--- config.mk ---
export PLATFORM = sky130hd
export DESIGN_NAME = huffman_bit_packer
export DESIGN_NICKNAME = d
export VERILOG_FILES = /design/src/rtl/hbp_pkg.sv /design/src/rtl/hbp_code_table.sv /design/src/rtl/hbp_packer.sv /design/src/rtl/hbp_out_queue.sv /design/src/rtl/huffman_bit_packer.sv
export SDC_FILE = /design/constraint.sdc
export NUM_CORES = 2
export LEC_CHECK = 0
export BUFFER_PORTS_ARGS = -buffer_cell sky130_fd_sc_hd__clkbuf_2
export CAP_MARGIN = 20
export CORE_AREA = 2 2 498 500
export CTS_CLUSTER_SIZE = 40
export DETAILED_ROUTE_END_ITERATION = 10
export DIE_AREA = 0 0 500 502
export PLACE_DENSITY_LB_ADDON = 0.2
export SLEW_MARGIN = 10
export SYNTH_ARGS = -nofsm -noshare
export SYNTH_HDL_FRONTEND = slang
export SYNTH_SLANG_ARGS = --single-unit
--- constraint.sdc ---
create_clock -name clk -period 10.27 [get_ports clk]
set_input_delay 2.054 -clock clk [delete_from_list [all_inputs] [get_ports clk]]
set_output_delay 2.054 -clock clk [all_outputs]
set_load 0.01 [all_outputs]
--- src/rtl/hbp_pkg.sv ---
// Package for the Huffman bit packer: sizes, input kind codes and the
// structs passed between the code table, the packer stage and the byte queue.
// No dependencies.
`default_nettype none
package hbp_pkg;

  localparam int SYMBOLS         = 128;
  localparam int MAX_CODE_LEN    = 16;
  localparam int CODE_FIELD_BITS = 16;
  localparam int BYTE_BITS       = 8;

  // Field widths of the stream words
  localparam int MODE_W  = 2;
  localparam int SYM_W   = 7;
  localparam int LENF_W  = 5;
  localparam int IN_DATA_W  = 32;
  localparam int OUT_DATA_W = 8;

  // Stored code width is the smaller of the two caps
  localparam int CODE_W = (MAX_CODE_LEN < CODE_FIELD_BITS) ? MAX_CODE_LEN : CODE_FIELD_BITS;
  localparam int LEN_W  = $clog2(CODE_W + 1);
  localparam int IDX_W  = (SYMBOLS > 2) ? $clog2(SYMBOLS) : 1;
  localparam int EXT_W  = 9;  // holds any symbol and SYMBOLS itself

  localparam int PEND_W = 7;
  localparam int PCNT_W = 3;
  localparam int ACC_W  = PEND_W + CODE_W;
  localparam int TOT_W  = ($clog2(ACC_W + 1) > 5) ? $clog2(ACC_W + 1) : 5;

  // Byte queue: each entry holds the one or two bytes of one item
  localparam int Q_DEPTH = 4;
  localparam int Q_PTR_W = $clog2(Q_DEPTH);
  localparam int Q_CNT_W = $clog2(Q_DEPTH + 1);

  typedef enum logic [MODE_W-1:0] {
    MODE_LOAD   = 2'd0,
    MODE_ENCODE = 2'd1,
    MODE_FLUSH  = 2'd2
  } mode_t;

  typedef struct packed {
    logic [CODE_W-1:0] code;
    logic [LEN_W-1:0]  len;
  } tbl_rd_t;

  typedef struct packed {
    logic                 vld;
    logic                 two;
    logic [BYTE_BITS-1:0] b0;
    logic [BYTE_BITS-1:0] b1;
  } q_push_t;

  function automatic logic sym_in_range(input logic [SYM_W-1:0] sym);
    return ({{(EXT_W-SYM_W){1'b0}}, sym} < EXT_W'(SYMBOLS));
  endfunction

  function automatic logic [IDX_W-1:0] sym_index(input logic [SYM_W-1:0] sym);
    logic [EXT_W-1:0] ext;
    ext = {{(EXT_W-SYM_W){1'b0}}, sym};
    return ext[IDX_W-1:0];
  endfunction

endpackage
`default_nettype wire

--- src/rtl/hbp_code_table.sv ---
// Code table: one synchronous memory of codes and lengths plus per-entry
// valid bits cleared at reset. Uses hbp_pkg.
`default_nettype none
module hbp_code_table (
  input  wire logic                         clk,
  input  wire logic                         rst_n,
  input  wire logic                         wr_en,
  input  wire logic [hbp_pkg::IDX_W-1:0]    wr_idx,
  input  wire logic [hbp_pkg::CODE_FIELD_BITS-1:0] wr_code,
  input  wire logic [hbp_pkg::LENF_W-1:0]   wr_len,
  input  wire logic [hbp_pkg::IDX_W-1:0]    rd_idx,
  output hbp_pkg::tbl_rd_t                  rd_data
);

  logic [hbp_pkg::CODE_W+hbp_pkg::LEN_W-1:0] mem [hbp_pkg::SYMBOLS];
  logic [hbp_pkg::SYMBOLS-1:0]               vld_r;
  logic [hbp_pkg::CODE_W+hbp_pkg::LEN_W-1:0] rd_word_r;
  logic                                      rd_vld_r;

  logic [hbp_pkg::LEN_W-1:0]  sat_len;
  logic [hbp_pkg::CODE_W-1:0] mask;
  logic [hbp_pkg::CODE_W-1:0] wr_code_m;

  // Saturate the length and drop code bits above it
  always_comb begin
    if (wr_len > hbp_pkg::LENF_W'(hbp_pkg::CODE_W)) begin
      sat_len = hbp_pkg::LEN_W'(hbp_pkg::CODE_W);
    end else begin
      sat_len = hbp_pkg::LEN_W'(wr_len);
    end
    for (int i = 0; i < hbp_pkg::CODE_W; i++) begin
      mask[i] = (i < int'(sat_len));
    end
    wr_code_m = wr_code[hbp_pkg::CODE_W-1:0] & mask;
  end

  always_ff @(posedge clk) begin
    if (wr_en) begin
      mem[wr_idx] <= {wr_code_m, sat_len};
    end
    rd_word_r <= mem[rd_idx];
  end

  always_ff @(posedge clk) begin
    if (!rst_n) begin
      vld_r    <= '0;
      rd_vld_r <= 1'b0;
    end else begin
      if (wr_en) begin
        vld_r[wr_idx] <= 1'b1;
      end
      rd_vld_r <= vld_r[rd_idx];
    end
  end

  // An entry never loaded reads as an empty code
  assign rd_data = rd_vld_r ? hbp_pkg::tbl_rd_t'(rd_word_r) : '0;

endmodule
`default_nettype wire

--- src/rtl/hbp_packer.sv ---
// Packer stage: merges a looked-up code with the pending bits and emits up
// to two bytes per item; a flush pads out the pending bits. Uses hbp_pkg.
`default_nettype none
module hbp_packer (
  input  wire logic                       clk,
  input  wire logic                       rst_n,
  input  wire logic                       take,
  input  wire logic [hbp_pkg::MODE_W-1:0] mode,
  input  hbp_pkg::tbl_rd_t                rd_data,
  output logic                            busy,
  output hbp_pkg::q_push_t                push
);

  logic                        s1_vld_r;
  logic [hbp_pkg::MODE_W-1:0]  s1_mode_r;
  logic [hbp_pkg::PEND_W-1:0]  pend_bits_r, pend_bits_nxt;
  logic [hbp_pkg::PCNT_W-1:0]  pend_cnt_r, pend_cnt_nxt;

  logic [hbp_pkg::ACC_W-1:0]   acc;
  logic [hbp_pkg::TOT_W-1:0]   total;
  logic [hbp_pkg::TOT_W-1:0]   rem;
  logic                        one, two;
  logic [hbp_pkg::PEND_W-1:0]  rem_mask;

  always_ff @(posedge clk) begin
    if (!rst_n) begin
      s1_vld_r    <= 1'b0;
      pend_bits_r <= '0;
      pend_cnt_r  <= '0;
    end else begin
      s1_vld_r    <= take;
      pend_bits_r <= pend_bits_nxt;
      pend_cnt_r  <= pend_cnt_nxt;
    end
  end

  always_ff @(posedge clk) begin
    if (take) begin
      s1_mode_r <= mode;
    end
  end

  always_comb begin
    acc   = (hbp_pkg::ACC_W'(pend_bits_r) << rd_data.len) | hbp_pkg::ACC_W'(rd_data.code);
    total = hbp_pkg::TOT_W'(pend_cnt_r) + hbp_pkg::TOT_W'(rd_data.len);
    two   = (total >= hbp_pkg::TOT_W'(16));
    one   = (total >= hbp_pkg::TOT_W'(8));
    if (two) begin
      rem = total - hbp_pkg::TOT_W'(16);
    end else if (one) begin
      rem = total - hbp_pkg::TOT_W'(8);
    end else begin
      rem = total;
    end
    for (int i = 0; i < hbp_pkg::PEND_W; i++) begin
      rem_mask[i] = (i < int'(rem[hbp_pkg::PCNT_W-1:0]));
    end

    push          = '0;
    pend_bits_nxt = pend_bits_r;
    pend_cnt_nxt  = pend_cnt_r;
    if (s1_vld_r) begin
      case (s1_mode_r)
        hbp_pkg::MODE_ENCODE: begin
          push.vld      = one;
          push.two      = two;
          push.b0       = 8'(acc >> (total - hbp_pkg::TOT_W'(8)));
          push.b1       = 8'(acc >> (total - hbp_pkg::TOT_W'(16)));
          pend_bits_nxt = acc[hbp_pkg::PEND_W-1:0] & rem_mask;
          pend_cnt_nxt  = rem[hbp_pkg::PCNT_W-1:0];
        end
        hbp_pkg::MODE_FLUSH: begin
          // pad the partial byte with zeros at its low end
          push.vld      = (pend_cnt_r != '0);
          push.b0       = 8'({1'b0, pend_bits_r} << (4'd8 - {1'b0, pend_cnt_r}));
          pend_bits_nxt = '0;
          pend_cnt_nxt  = '0;
        end
        default: begin
        end
      endcase
    end
  end

  assign busy = s1_vld_r;

  a_flush_clears: assert property (@(posedge clk) disable iff (!rst_n)
    (s1_vld_r && s1_mode_r == hbp_pkg::MODE_FLUSH) |=> (pend_cnt_r == '0))
    else $error("pending bits survive a flush");

  a_two_implies_one: assert property (@(posedge clk) disable iff (!rst_n)
    (push.two) |-> (push.vld && s1_mode_r == hbp_pkg::MODE_ENCODE))
    else $error("second byte without first");

endmodule
`default_nettype wire

--- src/rtl/hbp_out_queue.sv ---
// Output queue: small register FIFO of one- or two-byte entries feeding the
// master stream side one byte per handshake. Uses hbp_pkg.
`default_nettype none
module hbp_out_queue (
  input  wire logic                          clk,
  input  wire logic                          rst_n,
  input  hbp_pkg::q_push_t                   push,
  output logic [hbp_pkg::Q_CNT_W-1:0]        level,
  output logic                               out_tvalid,
  input  wire logic                          out_tready,
  output logic [hbp_pkg::OUT_DATA_W-1:0]     out_tdata,
  output logic                               out_tlast
);

  logic                             two_q [hbp_pkg::Q_DEPTH];
  logic [hbp_pkg::BYTE_BITS-1:0]    b0_q  [hbp_pkg::Q_DEPTH];
  logic [hbp_pkg::BYTE_BITS-1:0]    b1_q  [hbp_pkg::Q_DEPTH];
  logic [hbp_pkg::Q_PTR_W-1:0]      wr_ptr_r, rd_ptr_r;
  logic [hbp_pkg::Q_CNT_W-1:0]      cnt_r;
  logic                             half_r;
  logic                             fire, pop;

  assign out_tvalid = (cnt_r != '0);
  assign out_tlast  = !two_q[rd_ptr_r] || half_r;
  assign out_tdata  = half_r ? b1_q[rd_ptr_r] : b0_q[rd_ptr_r];
  assign fire       = out_tvalid && out_tready;
  assign pop        = fire && out_tlast;
  assign level      = cnt_r;

  always_ff @(posedge clk) begin
    if (push.vld) begin
      two_q[wr_ptr_r] <= push.two;
      b0_q[wr_ptr_r]  <= push.b0;
      b1_q[wr_ptr_r]  <= push.b1;
    end
  end

  always_ff @(posedge clk) begin
    if (!rst_n) begin
      wr_ptr_r <= '0;
      rd_ptr_r <= '0;
      cnt_r    <= '0;
      half_r   <= 1'b0;
    end else begin
      if (push.vld) begin
        wr_ptr_r <= wr_ptr_r + hbp_pkg::Q_PTR_W'(1);
      end
      if (pop) begin
        rd_ptr_r <= rd_ptr_r + hbp_pkg::Q_PTR_W'(1);
        half_r   <= 1'b0;
      end else if (fire) begin
        half_r   <= 1'b1;
      end
      cnt_r <= cnt_r + hbp_pkg::Q_CNT_W'(push.vld) - hbp_pkg::Q_CNT_W'(pop);
    end
  end

  a_no_overflow: assert property (@(posedge clk) disable iff (!rst_n)
    push.vld |-> (cnt_r != hbp_pkg::Q_CNT_W'(hbp_pkg::Q_DEPTH) || pop))
    else $error("byte queue overflow");

  a_second_byte_follows: assert property (@(posedge clk) disable iff (!rst_n)
    (fire && !out_tlast) |=> (out_tvalid && out_tlast))
    else $error("second byte of an entry lost");

endmodule
`default_nettype wire

--- src/rtl/huffman_bit_packer.sv ---
// Top level of the Huffman bit packer: code table memory, packer stage and
// output byte queue. Depends on hbp_pkg, hbp_code_table, hbp_packer, hbp_out_queue.
//
//   channel  dir  tdata                                   tuser      tlast
//   in_      in   symbol, code_bits, code_len (32 bits)   mode (2)   -
//   out_     out  out_byte (8 bits)                       -          last
//
// Flow: one input word per cycle while in_tready is high. The table read is
// registered at the accept edge and merged with the pending bits in the
// cycle after, and the bytes are registered into the byte queue. Each word
// can emit up to two bytes, drained one byte a cycle while out_tready is high.
// Reset: synchronous rst_n clears the per-entry valid bits at once, so no
// clearing pass is needed; unloaded symbols read as empty codes.
// Stalls: in_tready drops when the four-entry byte queue, counting the word
// in the packer stage, has no room left for another word's bytes.
`default_nettype none
module huffman_bit_packer (
  input  wire logic                              clk,
  input  wire logic                              rst_n,
  input  wire logic                              in_tvalid,
  output logic                                   in_tready,
  // in_tdata: symbol[6:0], code_bits[22:7], code_len[27:23], zero[31:28]
  input  wire logic [hbp_pkg::IN_DATA_W-1:0]     in_tdata,
  // in_tuser: mode[1:0]
  input  wire logic [hbp_pkg::MODE_W-1:0]        in_tuser,
  output logic                                   out_tvalid,
  input  wire logic                              out_tready,
  // out_tdata: out_byte[7:0]
  output logic [hbp_pkg::OUT_DATA_W-1:0]         out_tdata,
  output logic                                   out_tlast
);

  logic [hbp_pkg::SYM_W-1:0]           in_symbol;
  logic [hbp_pkg::CODE_FIELD_BITS-1:0] in_code_bits;
  logic [hbp_pkg::LENF_W-1:0]          in_code_len;
  logic                                in_fire;
  logic                                in_range;
  logic                                load_wr;
  logic                                take;
  logic                                busy;
  logic [hbp_pkg::Q_CNT_W-1:0]         q_level;
  hbp_pkg::tbl_rd_t                    rd_data;
  hbp_pkg::q_push_t                    push;

  // unpack the input word
  assign in_symbol    = in_tdata[6:0];
  assign in_code_bits = in_tdata[22:7];
  assign in_code_len  = in_tdata[27:23];

  // hold off new words unless the queue can take this word's bytes
  // on top of whatever the packer stage is about to push
  assign in_tready = ({1'b0, q_level} + {{hbp_pkg::Q_CNT_W{1'b0}}, busy})
                     < (hbp_pkg::Q_CNT_W+1)'(hbp_pkg::Q_DEPTH);
  assign in_fire   = in_tvalid && in_tready;
  assign in_range  = hbp_pkg::sym_in_range(in_symbol);

  // loads write the table at the accept edge; out-of-range symbols drop
  assign load_wr = in_fire && (in_tuser == hbp_pkg::MODE_LOAD) && in_range;

  // advance encodes of known symbols and flushes into the packer stage
  assign take = in_fire &&
                (((in_tuser == hbp_pkg::MODE_ENCODE) && in_range) ||
                 (in_tuser == hbp_pkg::MODE_FLUSH));

  hbp_code_table u_table (
    .clk     (clk),
    .rst_n   (rst_n),
    .wr_en   (load_wr),
    .wr_idx  (hbp_pkg::sym_index(in_symbol)),
    .wr_code (in_code_bits),
    .wr_len  (in_code_len),
    .rd_idx  (hbp_pkg::sym_index(in_symbol)),
    .rd_data (rd_data)
  );

  hbp_packer u_packer (
    .clk     (clk),
    .rst_n   (rst_n),
    .take    (take),
    .mode    (in_tuser),
    .rd_data (rd_data),
    .busy    (busy),
    .push    (push)
  );

  hbp_out_queue u_queue (
    .clk        (clk),
    .rst_n      (rst_n),
    .push       (push),
    .level      (q_level),
    .out_tvalid (out_tvalid),
    .out_tready (out_tready),
    .out_tdata  (out_tdata),
    .out_tlast  (out_tlast)
  );

  a_full_stalls: assert property (@(posedge clk) disable iff (!rst_n)
    (q_level == hbp_pkg::Q_CNT_W'(hbp_pkg::Q_DEPTH)) |-> !in_tready)
    else $error("input accepted with a full byte queue");

endmodule
`default_nettype wire
==> impl_metrics.tcl <==
set metrics [dict create \
    status "finished, final reports clean" \
    drc 0 \
    r2r-start "u_table.rd_word_r[2]" \
    synth-main-ff-cell "edfxtp_1" \
    clk_pin_slew_ps 60 \
    maxCapViolations 0 \
    die_h_um 502 \
    synth_warnings 0 \
    ios 49 \
    numCtsBuffers 317 \
    crit_type "reg -> reg" \
    synthCells 6371 \
    vdd_drop_max_mv 0.194 \
    grt_usage 0.283 \
    cts_resized 0 \
    period_needed_ps 6110 \
    critPathCaptureType "register" \
    slew_viol_final 0 \
    dieWidth_um 500 \
    max_freq_mhz 164 \
    cts_hold_buf 0 \
    cts_root_buffer "clkbuf_16" \
    grt_max_degree 97 \
    start_util 0.448 \
    vias_per_cell 6.55 \
    final_common_cell "edfxtp_1" \
    synth.avg_cell_area_um2 17.3 \
    synth-edff-count 2758 \
    yosysSeqAreaShare 0.784 \
    worstHoldStart "u_table.vld_r[100]" \
    hold_viol_final 0 \
    area.growth.synth_to_final_pct 14.0 \
    cts_max_path_buffers 4 \
    synthesis.area_um2 110000 \
    clk_latency_ps 940 \
    path_max_fanout 23 \
    grt_pass1_wl_um 500000 \
    cts_sinks 2929 \
    setup_violations 0 \
    cts_tree "yes" \
    timing.hold.ws_ps 462 \
    leakagePower_nw 39.1 \
    nFillCells 19600 \
    layout.nets 6652 \
    grt-ovfl-total 0 \
    cp_data_arrival_time_ps 6930 \
    tns_ps 0 \
    grt_pass1_vias 62300 \
    fin_skew_ps 70.0 \
    min_to "u_table.vld_r[100]" \
    drt_iter0_drc 10000 \
    wl_per_cell_um 36.0 \
    gp_congestion 0.934 \
    required_ps 11090 \
    synthArstFlopShare 0 \
    wirelength_um 363000 \
    hold_class "reg -> reg" \
    design.die.area_um2 251000 \
    worst_r2r_endpoint "u_queue.level[2]" \
    syn_nets 6425 \
    powerDensity_nw_per_um2 202 \
    ant_nets 0 \
    detailed_place_hpwl_um 208000 \
    fin_crit_sh 0.595 \
    num_vias 66000 \
    cp-start-kind "register" \
    dp_cells 9493 \
    final_cells 10100 \
    hold_depth 1 \
    r2r_slack_ps 4160 \
    antenna_found_initial 22 \
    slew_headroom 0.154 \
    portBuffers 44 \
    htree_levels 5 \
    post-cts-setup-buffers 0 \
    tightest_slew_ps 1260 \
    mostFrequentLayoutCells "2758 x edfxtp_1, 729 x a22oi_1, 323 x clkbuf_16" \
    drive_above_1_share 0.159 \
    rsz0062_at_grt "false" \
    num_rows 182 \
    first_pass_iters 6 \
    r2r_cells 17 \
    ys_ff_latch 2929 \
    core_area_um2 245000 \
    ys_types 99 \
]
==> cell usage after synthesis (9+ instances only) <==
cell	n	share of area
nand2b_1	11	0.00063
and3_1	16	0.00091
nand3_1	55	0.0025
a222oi_1	16	0.0015
o211ai_1	36	0.0025
or3_1	10	0.00057
nand2_1	177	0.0060
mux2i_1	66	0.0060
nor3_1	29	0.0013
edfxtp_1	2758	0.75
a22o_1	244	0.019
inv_1	33	0.0011
dfxtp_1	171	0.031
nand4_1	90	0.0051
o2111ai_1	12	0.00096
a211oi_1	12	0.00082
mux2_2	72	0.0074
a22oi_1	729	0.050
mux4_2	41	0.0084
buf_2	187	0.0085
a311oi_1	9	0.00072
a221oi_1	296	0.024
ha_1	15	0.0017
o21a_1	143	0.0098
a32oi_1	10	0.00080
a21boi_0	10	0.00068
a21oi_1	96	0.0044
o22ai_1	14	0.00080
nor2_1	221	0.0075
clkbuf_1	167	0.0057
nor4_1	31	0.0018
and2_1	18	0.0010
a31oi_1	206	0.012
o21ai_0	101	0.0046
o221ai_1	9	0.00072
a221o_1	14	0.0013
nor2b_1	27	0.0015
buf_1	82	0.0028
==> how the worst max path moves through the flow <==
stage                               from                     to  slack, ps  depth (start not counted)
floorplan                   in_tdata[25]      u_table.mem[0][9]       1420                          3
global placement             in_tdata[0]  u_table.rd_word_r[17]       3700                         11
detailed placement           in_tdata[0]   u_table.rd_word_r[4]       3820                         10
CTS                 u_table.rd_word_r[2]       u_queue.level[2]       4270                         17
global route        u_table.rd_word_r[2]       u_queue.level[2]       3760                         17
finish              u_table.rd_word_r[2]       u_queue.level[2]       4160                         17
==> cell families after synthesis <==
kind of cell	share of synthesized area
compound gates	0.140
xor+xnor	0.000626
fa+ha+maj	0.00189
buf+inv	0.0192
flops	0.784
mux	0.0222
simple gates	0.0323
==> where the power goes <==
part / total, mW / switching (mW) / internal [mW]
clock network: 10.9 / 4.55 / 6.36
registers: 13.2 / 0.0481 / 13.1
logic: 1.20 / 0.930 / 0.275
total: 25.3 / 5.53 / 19.7
==> per-stage QoR <==
| step | setup WS, ps | area (um2) | total power [mW] | util |
|---|---|---|---|---|
| floorplan | 1420 | 110000 | 14.0 | - |
| global placement | 3700 | 115000 | 14.6 | 0.471 |
| detailed placement | 3820 | 115000 | 14.6 | 0.471 |
| CTS | 4270 | 125000 | 25.3 | 0.511 |
| global route | 3760 | 125000 | 25.8 | 0.511 |
| finish | 4160 | 125000 | 25.3 | 0.511 |
==> final cells by class <==
class	count	area (um2)	area share
Sequential cell	2929	86200	0.688
Multi-Input combinational cell	2960	22200	0.177
Clock buffer	423	8670	0.0691
Tap cell	3220	4030	0.0321
Timing Repair Buffer	356	2940	0.0235
Clock inverter	132	1120	0.00897
Inverter	34	128	0.00102
Antenna cell	21	52.6	0.000419
==> flip-flops by register name, summed over array words and instances, names as in the netlist, named ones only <==
signal	count
u_table.mem	2688
u_table.vld_r	128
u_queue.b0_q	32
u_queue.b1_q	32
u_table.rd_word_r	21
u_packer.pend_bits_r	7
u_queue.two_q	4
u_packer.pend_cnt_r	3
u_queue.level	3
u_packer.s1_mode_r	2
u_queue.rd_ptr_r	2
u_queue.wr_ptr_r	2
u_packer.busy	1
u_queue.half_r	1
u_table.rd_vld_r	1
==> layer usage <==
metal / routed length (um) / track usage
met5: 47 / 0
met4: 18000 / 0.130
met3: 38700 / 0.0657
met2: 165000 / 0.432
met1: 141000 / 0.386
==> critical path, cell delays in order (launching register included) <==
cell and delay, ps:
dfxtp_1 1020, nand2_1 450, inv_1 360, ha_1 280, a21boi_0 240, mux2i_1 210, a22o_1 620, inv_1 530
ha_1 360, o22ai_1 320, and2_1 280, inv_1 80, ha_1 280, inv_1 40, ha_1 190, fa_1 410
xnor2_1 140, and2_1 150
(Power assumes the default switching activity.)
